<file path="src/hdl/jtpt_pkg.sv">
// Shared types and constants for the joystick to pan/tilt command block.
// Used by the channel interfaces, the feature stage, the command sequencer and the checker.
// No dependencies.
package jtpt_pkg;

  localparam int XyW            = 16;
  localparam int DeadZoneW      = 15;
  localparam int SpeedW         = 3;
  localparam int ChanW          = 2;
  localparam int SqW            = 31;
  localparam int SpeedLevelsDef = 7;
  localparam int SpeedCapMax    = 7;

  localparam logic [DeadZoneW-1:0] DeadZoneRst = 15'd3277;

  localparam logic [ChanW-1:0] ChanStop  = 2'd1;
  localparam logic [ChanW-1:0] ChanStart = 2'd2;

  localparam logic [SpeedW-1:0] StopSpeed = 3'd1;

  typedef enum logic [2:0] {
    DIR_UP         = 3'd0,
    DIR_DOWN       = 3'd1,
    DIR_LEFT       = 3'd2,
    DIR_RIGHT      = 3'd3,
    DIR_UP_LEFT    = 3'd4,
    DIR_UP_RIGHT   = 3'd5,
    DIR_DOWN_LEFT  = 3'd6,
    DIR_DOWN_RIGHT = 3'd7
  } dir_t;

  // Per-item features handed from the feature stage to the sequencer.
  typedef struct packed {
    logic              centered;
    logic              xy_zero;
    logic              x_pos;
    logic              y_pos;
    logic [SqW-1:0]    xs;
    logic [SqW-1:0]    ys;
    logic [SpeedW-1:0] speed;
  } feat_t;

endpackage

</file>
<file path="src/hdl/jtpt_if.sv">
// Valid/ready channel interfaces: joystick words, command words, dead-zone writes.
// Depends on jtpt_pkg.
interface jtpt_in_if;
  logic                                valid;
  logic                                ready;
  logic signed [jtpt_pkg::XyW-1:0]     x_deflection;
  logic signed [jtpt_pkg::XyW-1:0]     y_deflection;

  modport source (output valid, x_deflection, y_deflection, input ready);
  modport sink (input valid, x_deflection, y_deflection, output ready);
endinterface

interface jtpt_out_if;
  logic                            valid;
  logic                            ready;
  logic [2:0]                      direction;
  logic                            stop_flag;
  logic [jtpt_pkg::SpeedW-1:0]     speed;
  logic [jtpt_pkg::ChanW-1:0]      channel;
  logic                            last;

  modport source (output valid, direction, stop_flag, speed, channel, last, input ready);
  modport sink (input valid, direction, stop_flag, speed, channel, last, output ready);
endinterface

interface jtpt_cfg_if;
  logic                               valid;
  logic                               ready;
  logic [jtpt_pkg::DeadZoneW-1:0]     dead_zone;

  modport source (output valid, dead_zone, input ready);
  modport sink (input valid, dead_zone, output ready);
endinterface

</file>
<file path="src/hdl/jtpt_calc.sv">
// Feature stage: input register, magnitudes, squares, speed level, dead-zone test.
// Depends on jtpt_pkg and jtpt_if.
module jtpt_calc #(
  parameter int SPEED_LEVELS = jtpt_pkg::SpeedLevelsDef
) (
  input  logic                             clk,
  input  logic                             rst,
  jtpt_in_if.sink                          joy,
  input  logic [jtpt_pkg::DeadZoneW-1:0]   dead_zone,
  output logic                             feat_valid,
  input  logic                             feat_ready,
  output jtpt_pkg::feat_t                  feat
);

  localparam int MagW  = jtpt_pkg::XyW + 1;
  localparam int LvlW  = $clog2(SPEED_LEVELS + 1);
  localparam int ProdW = MagW + LvlW;
  localparam int Cap   = (SPEED_LEVELS < jtpt_pkg::SpeedCapMax) ? SPEED_LEVELS
                                                                  : jtpt_pkg::SpeedCapMax;

  logic                          in_valid;
  logic signed [jtpt_pkg::XyW-1:0] in_x;
  logic signed [jtpt_pkg::XyW-1:0] in_y;
  logic                          feat_load;
  logic [MagW-1:0]               xe, ye, ax, ay, mx;
  logic [2*MagW-1:0]             xsq, ysq;
  logic [ProdW-1:0]              prod;
  logic [ProdW-16:0]             lvl;
  jtpt_pkg::feat_t               feat_next;

  assign feat_load = in_valid && (!feat_valid || feat_ready);
  assign joy.ready = !in_valid || feat_load;

  always_ff @(posedge clk) begin
    if (rst) begin
      in_valid <= 1'b0;
    end else if (joy.ready) begin
      in_valid <= joy.valid;
    end
    if (joy.ready && joy.valid) begin
      in_x <= joy.x_deflection;
      in_y <= joy.y_deflection;
    end
  end

  always_comb begin
    xe   = {in_x[jtpt_pkg::XyW-1], in_x};
    ye   = {in_y[jtpt_pkg::XyW-1], in_y};
    ax   = in_x[jtpt_pkg::XyW-1] ? (~xe + MagW'(1)) : xe;
    ay   = in_y[jtpt_pkg::XyW-1] ? (~ye + MagW'(1)) : ye;
    mx   = (ax > ay) ? ax : ay;
    xsq  = ax * ax;
    ysq  = ay * ay;
    prod = ProdW'(mx) * ProdW'(SPEED_LEVELS);
    lvl  = prod[ProdW-1:15];

    feat_next.centered = (ax < MagW'(dead_zone)) && (ay < MagW'(dead_zone));
    feat_next.xy_zero  = (in_x == '0) && (in_y == '0);
    feat_next.x_pos    = !in_x[jtpt_pkg::XyW-1] && (in_x != '0);
    feat_next.y_pos    = !in_y[jtpt_pkg::XyW-1] && (in_y != '0);
    feat_next.xs       = xsq[jtpt_pkg::SqW-1:0];
    feat_next.ys       = ysq[jtpt_pkg::SqW-1:0];
    // Floor the level, lift zero to one, clamp at the cap.
    if (lvl == '0) begin
      feat_next.speed = jtpt_pkg::SpeedW'(1);
    end else if (lvl > (ProdW-15)'(Cap)) begin
      feat_next.speed = jtpt_pkg::SpeedW'(Cap);
    end else begin
      feat_next.speed = jtpt_pkg::SpeedW'(lvl);
    end
  end

  always_ff @(posedge clk) begin
    if (rst) begin
      feat_valid <= 1'b0;
    end else if (!feat_valid || feat_ready) begin
      feat_valid <= in_valid;
    end
    if (feat_load) begin
      feat <= feat_next;
    end
  end

endmodule

</file>
<file path="src/hdl/jtpt_seq.sv">
// Command sequencer: sector decision, motion state, stop/start word ordering, output register.
// Depends on jtpt_pkg and jtpt_if.
module jtpt_seq (
  input  logic             clk,
  input  logic             rst,
  input  logic             feat_valid,
  output logic             feat_ready,
  input  jtpt_pkg::feat_t  feat,
  jtpt_out_if.source       cmd
);

  logic                        motion_active;
  jtpt_pkg::dir_t              active_direction;
  logic                        stop_sent;
  logic                        can_load;
  logic                        load;
  logic                        load_stop;
  logic                        load_last;
  logic [jtpt_pkg::SqW:0]      tri_xs, tri_ys;
  jtpt_pkg::dir_t              sector;

  always_comb begin
    tri_xs = {feat.xs, 1'b0} + {1'b0, feat.xs};
    tri_ys = {feat.ys, 1'b0} + {1'b0, feat.ys};
    if (feat.xy_zero) begin
      sector = jtpt_pkg::DIR_UP;
    end else if (tri_xs < {1'b0, feat.ys}) begin
      sector = feat.y_pos ? jtpt_pkg::DIR_UP : jtpt_pkg::DIR_DOWN;
    end else if (tri_ys < {1'b0, feat.xs}) begin
      sector = feat.x_pos ? jtpt_pkg::DIR_LEFT : jtpt_pkg::DIR_RIGHT;
    end else if (feat.y_pos) begin
      sector = feat.x_pos ? jtpt_pkg::DIR_UP_LEFT : jtpt_pkg::DIR_UP_RIGHT;
    end else begin
      sector = feat.x_pos ? jtpt_pkg::DIR_DOWN_LEFT : jtpt_pkg::DIR_DOWN_RIGHT;
    end
  end

  always_comb begin
    can_load   = !cmd.valid || cmd.ready;
    load       = 1'b0;
    load_stop  = 1'b0;
    load_last  = 1'b0;
    feat_ready = 1'b0;
    if (feat_valid) begin
      if (feat.centered) begin
        if (!motion_active) begin
          feat_ready = 1'b1;
        end else if (can_load) begin
          load       = 1'b1;
          load_stop  = 1'b1;
          load_last  = 1'b1;
          feat_ready = 1'b1;
        end
      end else if (motion_active && !stop_sent) begin
        if (can_load) begin
          load      = 1'b1;
          load_stop = 1'b1;
        end
      end else if (can_load) begin
        load       = 1'b1;
        load_last  = 1'b1;
        feat_ready = 1'b1;
      end
    end
  end

  always_ff @(posedge clk) begin
    if (rst) begin
      motion_active    <= 1'b0;
      active_direction <= jtpt_pkg::DIR_UP;
      stop_sent        <= 1'b0;
      cmd.valid        <= 1'b0;
    end else begin
      if (can_load) begin
        cmd.valid <= load;
      end
      if (load && load_stop && !load_last) begin
        stop_sent <= 1'b1;
      end
      if (feat_valid && feat_ready) begin
        stop_sent <= 1'b0;
        if (feat.centered) begin
          motion_active <= 1'b0;
        end else begin
          motion_active    <= 1'b1;
          active_direction <= sector;
        end
      end
    end
    if (load) begin
      cmd.direction <= load_stop ? active_direction : sector;
      cmd.stop_flag <= load_stop;
      cmd.speed     <= load_stop ? jtpt_pkg::StopSpeed : feat.speed;
      cmd.channel   <= load_stop ? jtpt_pkg::ChanStop : jtpt_pkg::ChanStart;
      cmd.last      <= load_last;
    end
  end

endmodule

</file>
<file path="src/hdl/joystick_to_pan_tilt_command.sv">
// Top level of the joystick to pan/tilt command block.
// Depends on jtpt_pkg, jtpt_if, jtpt_calc and jtpt_seq.
//
//   port  | dir | word contents                                   | handshake
//   ------+-----+-------------------------------------------------+-----------
//   joy   | in  | x_deflection, y_deflection (signed Q1.15)       | valid/ready
//   cmd   | out | direction, stop_flag, speed, channel, last      | valid/ready
//   cfg   | in  | dead_zone (Q0.15 magnitude)                     | valid/ready
//
// Words: a joystick word yields no command word, one, or two when it stops a running
//   motion and starts a new one; the single cmd output register issues one command
//   word per cycle while cmd is ready.
// Path: an accepted joy word passes through the input register, loaded at the accepting
//   edge, then the feature and command registers.
// Reset: rst is synchronous; it clears all valid bits and the motion state, and loads
//   dead_zone with its default of about 0.1.
// Stalls: a stalled cmd holds its word; joy keeps accepting until the input and
//   feature registers are full. cfg is always ready.
module joystick_to_pan_tilt_command #(
  parameter int SPEED_LEVELS = jtpt_pkg::SpeedLevelsDef
) (
  input  logic        clk,
  input  logic        rst,
  jtpt_in_if.sink     joy,
  jtpt_cfg_if.sink    cfg,
  jtpt_out_if.source  cmd
);

  logic [jtpt_pkg::DeadZoneW-1:0] dead_zone;
  logic                           feat_valid;
  logic                           feat_ready;
  jtpt_pkg::feat_t                feat;

  // Dead-zone register: always accept the write.
  assign cfg.ready = 1'b1;

  always_ff @(posedge clk) begin
    if (rst) begin
      dead_zone <= jtpt_pkg::DeadZoneRst;
    end else if (cfg.valid) begin
      dead_zone <= cfg.dead_zone;
    end
  end

  // Magnitudes, squares, speed level and the dead-zone test.
  jtpt_calc #(
    .SPEED_LEVELS (SPEED_LEVELS)
  ) u_calc (
    .clk        (clk),
    .rst        (rst),
    .joy        (joy),
    .dead_zone  (dead_zone),
    .feat_valid (feat_valid),
    .feat_ready (feat_ready),
    .feat       (feat)
  );

  // Sector choice, motion state and ordering of stop and start words.
  jtpt_seq u_seq (
    .clk        (clk),
    .rst        (rst),
    .feat_valid (feat_valid),
    .feat_ready (feat_ready),
    .feat       (feat),
    .cmd        (cmd)
  );

endmodule

</file>
<file path="src/flat_wrapper.sv">
// flat-port wrapper written by rule: the top's interface ports become plain ports
module joystick_to_pan_tilt_command_flat 
#(
  parameter int SPEED_LEVELS = jtpt_pkg::SpeedLevelsDef
)
  (clk, rst, joy_valid, joy_x_deflection, joy_y_deflection, joy_ready, cfg_valid, cfg_dead_zone, cfg_ready, cmd_valid, cmd_direction, cmd_stop_flag, cmd_speed, cmd_channel, cmd_last, cmd_ready);
  jtpt_in_if joy_i ();
  jtpt_cfg_if cfg_i ();
  jtpt_out_if cmd_i ();
  input  logic clk;
  input  logic rst;
  input wire logic [$bits(joy_i.valid)-1:0] joy_valid;
  input wire logic [$bits(joy_i.x_deflection)-1:0] joy_x_deflection;
  input wire logic [$bits(joy_i.y_deflection)-1:0] joy_y_deflection;
  output wire logic [$bits(joy_i.ready)-1:0] joy_ready;
  input wire logic [$bits(cfg_i.valid)-1:0] cfg_valid;
  input wire logic [$bits(cfg_i.dead_zone)-1:0] cfg_dead_zone;
  output wire logic [$bits(cfg_i.ready)-1:0] cfg_ready;
  output wire logic [$bits(cmd_i.valid)-1:0] cmd_valid;
  output wire logic [$bits(cmd_i.direction)-1:0] cmd_direction;
  output wire logic [$bits(cmd_i.stop_flag)-1:0] cmd_stop_flag;
  output wire logic [$bits(cmd_i.speed)-1:0] cmd_speed;
  output wire logic [$bits(cmd_i.channel)-1:0] cmd_channel;
  output wire logic [$bits(cmd_i.last)-1:0] cmd_last;
  input wire logic [$bits(cmd_i.ready)-1:0] cmd_ready;
  assign joy_i.valid = joy_valid;
  assign joy_i.x_deflection = joy_x_deflection;
  assign joy_i.y_deflection = joy_y_deflection;
  assign joy_ready = joy_i.ready;
  assign cfg_i.valid = cfg_valid;
  assign cfg_i.dead_zone = cfg_dead_zone;
  assign cfg_ready = cfg_i.ready;
  assign cmd_valid = cmd_i.valid;
  assign cmd_direction = cmd_i.direction;
  assign cmd_stop_flag = cmd_i.stop_flag;
  assign cmd_speed = cmd_i.speed;
  assign cmd_channel = cmd_i.channel;
  assign cmd_last = cmd_i.last;
  assign cmd_i.ready = cmd_ready;
  joystick_to_pan_tilt_command #(.SPEED_LEVELS(SPEED_LEVELS)) u_core (.clk(clk), .rst(rst), .joy(joy_i), .cfg(cfg_i), .cmd(cmd_i));
endmodule
</file>
<file path="config.mk">
export PLATFORM = sky130hd
export DESIGN_NAME = joystick_to_pan_tilt_command_flat
export DESIGN_NICKNAME = d
export VERILOG_FILES = /design/src/hdl/jtpt_pkg.sv /design/src/hdl/jtpt_if.sv /design/src/hdl/jtpt_calc.sv /design/src/hdl/jtpt_seq.sv /design/src/hdl/joystick_to_pan_tilt_command.sv /design/src/flat_wrapper.sv
export SDC_FILE = /design/constraint.sdc
export NUM_CORES = 1
export LEC_CHECK = 0
export BUFFER_PORTS_ARGS = -buffer_cell sky130_fd_sc_hd__buf_2
export CAP_MARGIN = 20
export CORE_ASPECT_RATIO = 1.4
export CORE_MARGIN = 8
export CORE_UTILIZATION = 50
export DETAILED_ROUTE_END_ITERATION = 10
export PLACE_DENSITY_LB_ADDON = 0.25
export SYNTH_ARGS = -nofsm -noshare
export SYNTH_HDL_FRONTEND = slang
export SYNTH_SLANG_ARGS = --single-unit
</file>
<file path="constraint.sdc">
create_clock -name clk -period 24.4 [get_ports clk]
set_clock_uncertainty 0.05 [all_clocks]
set_input_delay 3.66 -clock clk [delete_from_list [all_inputs] [get_ports clk]]
set_output_delay 3.66 -clock clk [all_outputs]
set_load 0.01 [all_outputs]
</file>
==> results of run 1 <==
==> worst min-delay path by stage <==
| stage | end | slack, ns | from | cells past startpoint |
|---|---|---|---|---|
| floorplan | u_core.u_seq.active_direction[2]$_SDFFE_PP0P_ | 0.39 | u_core.u_seq.active_direction[2]$_SDFFE_PP0P_ | 2 |
| global placement | u_core.u_seq.active_direction[0]$_SDFFE_PP0P_ | 0.41 | u_core.u_seq.active_direction[0]$_SDFFE_PP0P_ | 2 |
| detailed placement | u_core.u_seq.active_direction[2]$_SDFFE_PP0P_ | 0.43 | u_core.u_seq.active_direction[2]$_SDFFE_PP0P_ | 2 |
| CTS | u_core.u_seq.active_direction[2]$_SDFFE_PP0P_ | 0.44 | u_core.u_seq.active_direction[2]$_SDFFE_PP0P_ | 2 |
| global route | u_core.u_seq.active_direction[2]$_SDFFE_PP0P_ | 0.45 | u_core.u_seq.active_direction[2]$_SDFFE_PP0P_ | 2 |
| finish | u_core.u_seq.active_direction[2]$_SDFFE_PP0P_ | 0.44 | u_core.u_seq.active_direction[2]$_SDFFE_PP0P_ | 2 |
==> per-stage QoR <==
stage	setup WS [ns]	instances	hold WS [ns]	util [%]	area, um2
global route	14.55	3620	0.454	54.3	28200
finish	15.17	3620	0.440	54.3	28200
CTS	15.22	3620	0.440	54.3	28200
detailed placement	15.27	3588	0.429	53.1	27600
global placement	15.57	3588	0.410	53.1	27600
floorplan	16.46	2895	0.394	-	26400
==> per-layer routing <==
metal	track usage [%]	routed length, um
met4	9.62	2810
met3	2.63	2700
met2	42.2	35300
met1	25.0	25500
met5	0	0
==> state kept, by name, indices dropped and copies added, names as in the netlist <==
register	flops
u_core.u_seq.motion_active	1
u_core.u_calc.feat_valid	1
u_core.u_seq.cmd.valid	1
u_core.u_calc.feat	67
u_core.u_seq.active_direction	3
u_core.u_seq.cmd.last	1
u_core.u_calc.in_x	16
u_core.u_seq.stop_sent	1
u_core.dead_zone	15
u_core.u_seq.cmd.channel	2
u_core.u_calc.in_y	16
u_core.u_seq.cmd.speed	3
u_core.u_seq.cmd.direction	3
u_core.u_calc.in_valid	1
==> layout make-up <==
type                       count  area, um2
timing repair buffer          87        495
inverter                     672       2520
multi-input combinational   2042      20000
clock inverter                14        179
sequential                   131       3700
clock buffer                  18        429
fill                        4697      23700
tap                          656        821
==> placed cells by master (no fill, tap or decap), types with 23 or more instances in the layout <==
cell type,instances
sky130_fd_sc_hd__inv_1,659
sky130_fd_sc_hd__nor3_1,32
sky130_fd_sc_hd__ha_1,358
sky130_fd_sc_hd__nand3_1,30
sky130_fd_sc_hd__o21ai_0,65
sky130_fd_sc_hd__edfxtp_1,108
sky130_fd_sc_hd__nand2_1,206
sky130_fd_sc_hd__buf_2,63
sky130_fd_sc_hd__dfxtp_1,23
sky130_fd_sc_hd__conb_1,77
sky130_fd_sc_hd__a21oi_1,106
sky130_fd_sc_hd__mux2i_1,32
sky130_fd_sc_hd__nor2_1,199
sky130_fd_sc_hd__o21a_1,38
sky130_fd_sc_hd__nor2b_1,23
sky130_fd_sc_hd__a21o_1,75
sky130_fd_sc_hd__fa_1,403
sky130_fd_sc_hd__xnor2_1,102
sky130_fd_sc_hd__xor2_1,30
sky130_fd_sc_hd__buf_4,24
==> cells by family after synthesis <==
family / after synthesis / synth area share, %
DFF: 131 / 14.2
muxes: 33 / 1.27
adders and majority gates: 761 / 48.0
and+or+nand+nor: 611 / 10.7
AOI/OAI and AO/OA: 424 / 10.8
xor gates and xnor gates: 136 / 4.67
other: 2 / 0.0287
buffers and inverters: 722 / 10.4
==> critical path: cells and delay by family, from the launching register on <==
kind | cells | cell delay, ns
XOR/XNOR | 2 | 0.82
AND/OR/NAND/NOR | 5 | 1.05
buffers and inverters | 9 | 1.49
flip-flops | 1 | 0.32
AO/OA/AOI/OAI | 6 | 1.54
adder cells (fa/ha/maj) | 8 | 3.69
==> impl_metrics.csv, run 1 <==
group,metric,value,unit
critical_path,worst_path_max_delay_cell,"sky130_fd_sc_hd__xor2_1",
grt,vias_in_the_first_global_route,21300,
sta,timing.final.crit_share,37.8,%
drt,drcViolationCount,0,
drt,avgViaCountPerCell,5.46,
drt,drt_first_pass_iters,5,
sta,worst_pin_slew,1.06,ns
grt,grt_first_pass_wirelength,107000,um
critical_path,rr_endpoint,"u_core.u_calc.feat[33]$_DFFE_PP_",
drt,postRouteAntennaNets,0,
sta,hold_viol,0,
clock_network,cts.clk_slew.worst_paths,0.07,ns
critical_path,cpPeakStageDelay,0.69,ns
clock_network,worst_skew_pair.late_latency,0.45,ns
clock_network,clk_sinks,131,
critical_path,critical_path.startpoint_type,"flop",
final_layout,insertedDiodeCount,0,
sta,post-route-min-period,9.23,ns
floorplanning,design.die.area,60000,um2
placed_design,portBuffers,63,
yosys,syn_area_per_cell,9.27,um2
grt,grt_overflow,0,
hold_path,min_path_type,"flop to flop",
clock_network,postCtsHoldBufs,0,
yosys,seq_area_frac_synth,14.2,%
grt,initial_antenna_violation_count,0,
yosys,post_synth_main_area_contributors,"sky130_fd_sc_hd__fa_1 31%, sky130_fd_sc_hd__ha_1 17%, sky130_fd_sc_hd__edfxtp_1 12%",
yosys,synth_ff_type,"sky130_fd_sc_hd__edfxtp_1",
clock_network,tritoncts,"yes",
critical_path,worst_path_most_repeated_cell,"sky130_fd_sc_hd__inv_1",
yosys,synth-async-reset-ratio,0,%
sta,rsz0062_at_grt,"false",
grt,gr-usage-all-layers,22.4,%
yosys,synth.largest_area_cell,"sky130_fd_sc_hd__fa_1",
yosys,netlist_instances,2820,
critical_path,worstPathMaxFanout,17,
status,outcome,"finished clean",
critical_path,critPathArrivalTime,9.35,ns
yosys,synth_top_area_share,30.9,%
yosys,ys_seq_elements,131,
sta,timing.final.max_slew_violations,0,
floorplanning,chipWidth,209,um
yosys,number_of_enable_flip_flop_cells_after_synthesis,108,
clock_network,cts-root-buf,"sky130_fd_sc_hd__clkbuf_16",
final_layout,syn2layout_area_growth,7.74,%
critical_path,r2r.worst_path.cells,30,
critical_path,crit_required,24.53,ns
sta,finalSetupViolations,0,
floorplanning,coreArea,51900,um2
yosys,post_synth_instance_area,26100,um2
critical_path,critPathCaptureType,"flop",
floorplanning,pin_count,65,
critical_path,regToRegSetupSlack,15.17,ns
floorplanning,initial_utilization,50.4,%
final_layout,final_layout_size_suffix_gt1_share,5.20,%
yosys,post_synth_num_cell_types,78,
drt,wire_per_inst,18.3,um
clock_network,numCtsBuffers,17,
placed_design,gp_routability_congestion,0.915,
drt,drt_wl_total,66300,um
placed_design,detailedPlacementHpwl,55800,um
critical_path,endpoint,"u_core.u_calc.feat[33]$_DFFE_PP_",
yosys,yosys.cell_count.top_type,"sky130_fd_sc_hd__inv_1",
critical_path,critical_path.startpoint,"u_core.u_calc.in_y[0]$_DFFE_PP_",
sta,fin_tns_setup,0,ns
clock_network,max-clock-path-buffers,2,
yosys,yosysWarningCount,0,
clock_network,cts_repair_resize_count,0,
critical_path,crit-reg2reg-launch,"u_core.u_calc.in_y[0]$_DFFE_PP_",
run,cap_viol_max_count,0,
sta,relSlewSlack,29.0,%
yosys,synth_top_cells_by_count,"659 x sky130_fd_sc_hd__inv_1, 403 x sky130_fd_sc_hd__fa_1, 358 x sky130_fd_sc_hd__ha_1",
clock_network,htree_num_levels,4,
clock_network,number_of_buffers_inserted_to_repair_setup_after_cts,0,
grt,maximum_number_of_pins_on_one_net_before_global_route_repair,61,
drt,dr_total_vias,19800,
final_layout,finish.net_count,3764,
drt,detailedRoute.firstIterationViolations,971,
floorplanning,fp.dieH,287,um
sta,max_freq,0.108,GHz
critical_path,path_class,"flop to flop",
floorplanning,placement_rows,99,
Power of run 1 is left out: the tool's default activity adds up to more than one toggle a clock period on the data nets, which glitch-free logic cannot reach.
==> run 2: changes to the inputs <==
- ABC_AREA: default -> 1
- clock period: 24.4 -> 7.5 ns (I/O delays scaled with it)
==> impl_metrics.csv, run 2 <==
group,metric,value,unit
clock_network,worst_skew_pair.late_latency,0.45,ns
sta,max_freq,0.138,GHz
clock_network,max-clock-path-buffers,2,
yosys,netlist_instances,3176,
critical_path,critical_path.startpoint_type,"flop",
final_layout,largest_register_ff_count,67,
yosys,syn_area_per_cell,8.36,um2
yosys,synth-async-reset-ratio,0,%
critical_path,worst_path_max_delay_cell,"sky130_fd_sc_hd__fa_1",
grt,vias_in_the_first_global_route,22200,
clock_network,clk_sinks,131,
sta,worst_pin_slew,0.854,ns
yosys,synth_ff_type,"sky130_fd_sc_hd__edfxtp_1",
yosys,ys_seq_elements,131,
floorplanning,fp.dieH,289,um
critical_path,critical_path_buf_inv_count,7,
critical_path,crit_required,7.65,ns
status,outcome,"finished clean",
critical_path,worst_path_most_repeated_cell,"sky130_fd_sc_hd__fa_1",
final_layout,most_common_cell_after_layout_fill_and_taps_aside,"sky130_fd_sc_hd__inv_1",
floorplanning,pin_count,65,
yosys,synthXorXnorAreaFrac,4.19,%
grt,maximum_number_of_pins_on_one_net_before_global_route_repair,65,
yosys,synth_compound_gate_area_share,8.55,%
final_layout,finish.net_count,4186,
yosys,yosysWarningCount,0,
sta,finalSetupViolations,0,
floorplanning,chipWidth,211,um
floorplanning,initial_utilization,50.3,%
grt,initial_antenna_violation_count,0,
clock_network,tritoncts,"yes",
sta,relSlewSlack,43.1,%
critical_path,worstPathMaxFanout,7,
placed_design,detailedPlacementHpwl,58700,um
run,cap_viol_max_count,0,
drt,drt_first_pass_iters,5,
grt,grt_overflow,0,
sta,rsz0062_at_grt,"true",
critical_path,critPathCaptureType,"flop",
placed_design,placed_area,28400,um2
yosys,mux_cell_area_share_after_synthesis,0,%
critical_path,path_class,"flop to flop",
yosys,post_synth_num_cell_types,51,
placed_design,gp_routability_congestion,0.964,
drt,detailedRoute.firstIterationViolations,950,
final_layout,layout.cells.most_common_list,"804 x sky130_fd_sc_hd__inv_1, 482 x sky130_fd_sc_hd__nand2_1, 403 x sky130_fd_sc_hd__fa_1",
yosys,seq_area_frac_synth,13.9,%
yosys,area_share_of_fa_ha_maj_cells_after_synthesis,47.2,%
sta,hold_viol,0,
drt,wire_per_inst,16.5,um
drt,postRouteAntennaNets,0,
floorplanning,design.die.area,60900,um2
yosys,synth_top_area_share,30.4,%
grt,gr-usage-all-layers,23.2,%
clock_network,cts-root-buf,"sky130_fd_sc_hd__clkbuf_16",
final_layout,reg.largest.list,"u_core.u_calc.feat (67), u_core.u_calc.in_x (16), u_core.u_calc.in_y (16)",
drt,drcViolationCount,0,
critical_path,critical_path.top_delay_family,"adder cells",
hold_path,min_path_type,"flop to flop",
yosys,combinational_family_with_the_most_area_after_synthesis,"adder cells",
final_layout,syn2layout_area_growth,10.2,%
yosys,post_synth_main_area_contributors,"sky130_fd_sc_hd__fa_1 30%, sky130_fd_sc_hd__ha_1 17%, sky130_fd_sc_hd__edfxtp_1 12%",
clock_network,htree_num_levels,4,
sta,post-route-min-period,7.25,ns
critical_path,cpPeakStageDelay,0.55,ns
clock_network,postCtsHoldBufs,0,
floorplanning,placement_rows,100,
floorplanning,coreArea,52800,um2
yosys,synth.largest_area_cell,"sky130_fd_sc_hd__fa_1",
yosys,yosys.cell_count.top_type,"sky130_fd_sc_hd__inv_1",
critical_path,critPathArrivalTime,7.40,ns
drt,avgViaCountPerCell,5.07,
yosys,post_synth_instance_area,26600,um2
sta,timing.final.max_slew_violations,0,
sta,timing.final.crit_share,96.7,%
yosys,synth_top_cells_by_count,"806 x sky130_fd_sc_hd__inv_1, 492 x sky130_fd_sc_hd__nand2_1, 403 x sky130_fd_sc_hd__fa_1",
grt,grt_first_pass_wirelength,110000,um
drt,drt_wl_total,67500,um
clock_network,cts.clk_slew.worst_paths,0.06,ns
final_layout,final_layout_size_suffix_gt1_share,7.74,%
yosys,yosys.area_share.simple,13.7,%
clock_network,numCtsBuffers,17,
final_layout,largest-register,"u_core.u_calc.feat",
final_layout,final_cell_area,29300,um2
drt,dr_total_vias,20800,
yosys,number_of_enable_flip_flop_cells_after_synthesis,108,
placed_design,portBuffers,63,
-- run 2: cell types whose count changed in the layout (fill, tap and decap cells not counted), sizes merged, moves of 23 or more --
cell / before / now
nand2: 207 / 499
inv: 665 / 818
a21oi: 107 / 200
o21ai: 69 / 143
a21o: 75 / 14
buf: 87 / 148
xnor2: 103 / 46
xor2: 33 / 81
nor2: 199 / 239
mux2i: 32 / 0
nand3: 30 / 60
o21a: 38 / 9
nor2b: 23 / 0
-- run 2: cells by family (layout without fill, tap and decap cells) --
group | after synthesis | count (layout)
AND/OR/NAND/NOR | 875 | 875
buffers and inverters | 864 | 999
adder cells (fa/ha/maj) | 761 | 761
AO/OA/AOI/OAI | 416 | 416
flip-flops | 131 | 131
XOR/XNOR | 127 | 127
other | 2 | 78
-- run 2: final timing paths --
kind	startpoint	end	slack [ns]	cells past startpoint
worst max-delay path	u_core.u_calc.in_y[0]$_DFFE_PP_	u_core.u_calc.feat[28]$_DFFE_PP_	0.25	29
worst min-delay path	u_core.u_seq.stop_sent$_SDFFE_PP0P_	u_core.u_seq.stop_sent$_SDFFE_PP0P_	0.43	2
worst max register to register	u_core.u_calc.in_y[0]$_DFFE_PP_	u_core.u_calc.feat[28]$_DFFE_PP_	0.25	29
worst min register to register	u_core.u_seq.stop_sent$_SDFFE_PP0P_	u_core.u_seq.stop_sent$_SDFFE_PP0P_	0.43	2
-- run 2: cell type report --
cell class	instances	area [um2]
clock buffer	20	468
timing repair buffer	148	957
inverter	819	3090
clock inverter	12	95.1
sequential	131	3700
multi-input combinational	2256	20100
tap	714	893
fill	5080	23500
antenna	1	2.50
-- run 2: per-layer routing --
layer  up-vias  part of all wire (%)  track usage (%)
li1      10100                     -                -
met1      9981                    38             24.9
met2       503                    53             44.5
met3       167                   3.9             2.61
met4         0                   5.2             11.6
met5         -                     0                0
-- run 2: timing repair --
item,in CTS,in global routing
setup buffers,0,10
setup endpoints to repair,0,20
gates resized for setup,0,51
-- run 2: through the flow --
stage | setup slack [ns] | hold WS, ns | cells | utilization (%) | setup TNS [ns]
6_report | 0.247 | 0.432 | 4101 | 55.4 | 0
5_1_grt | -0.183 | 0.460 | 4100 | 55.4 | -0.513
4_1_cts | 0.0400 | 0.430 | 4090 | 54.9 | 0
3_5_place_dp | 0.107 | 0.419 | 4058 | 53.8 | 0
3_3_place_gp | 0.235 | 0.414 | 4058 | 53.8 | 0
2_1_floorplan | 0.230 | 0.392 | 3251 | - | 0
-- run 2: worst min-delay path, stage by stage (launching register included) --
cell	delay (ns)
sky130_fd_sc_hd__dfxtp_1	0.31
sky130_fd_sc_hd__inv_1	0.07
sky130_fd_sc_hd__a21oi_1	0.06
Power of run 2 is left out for the same reason.
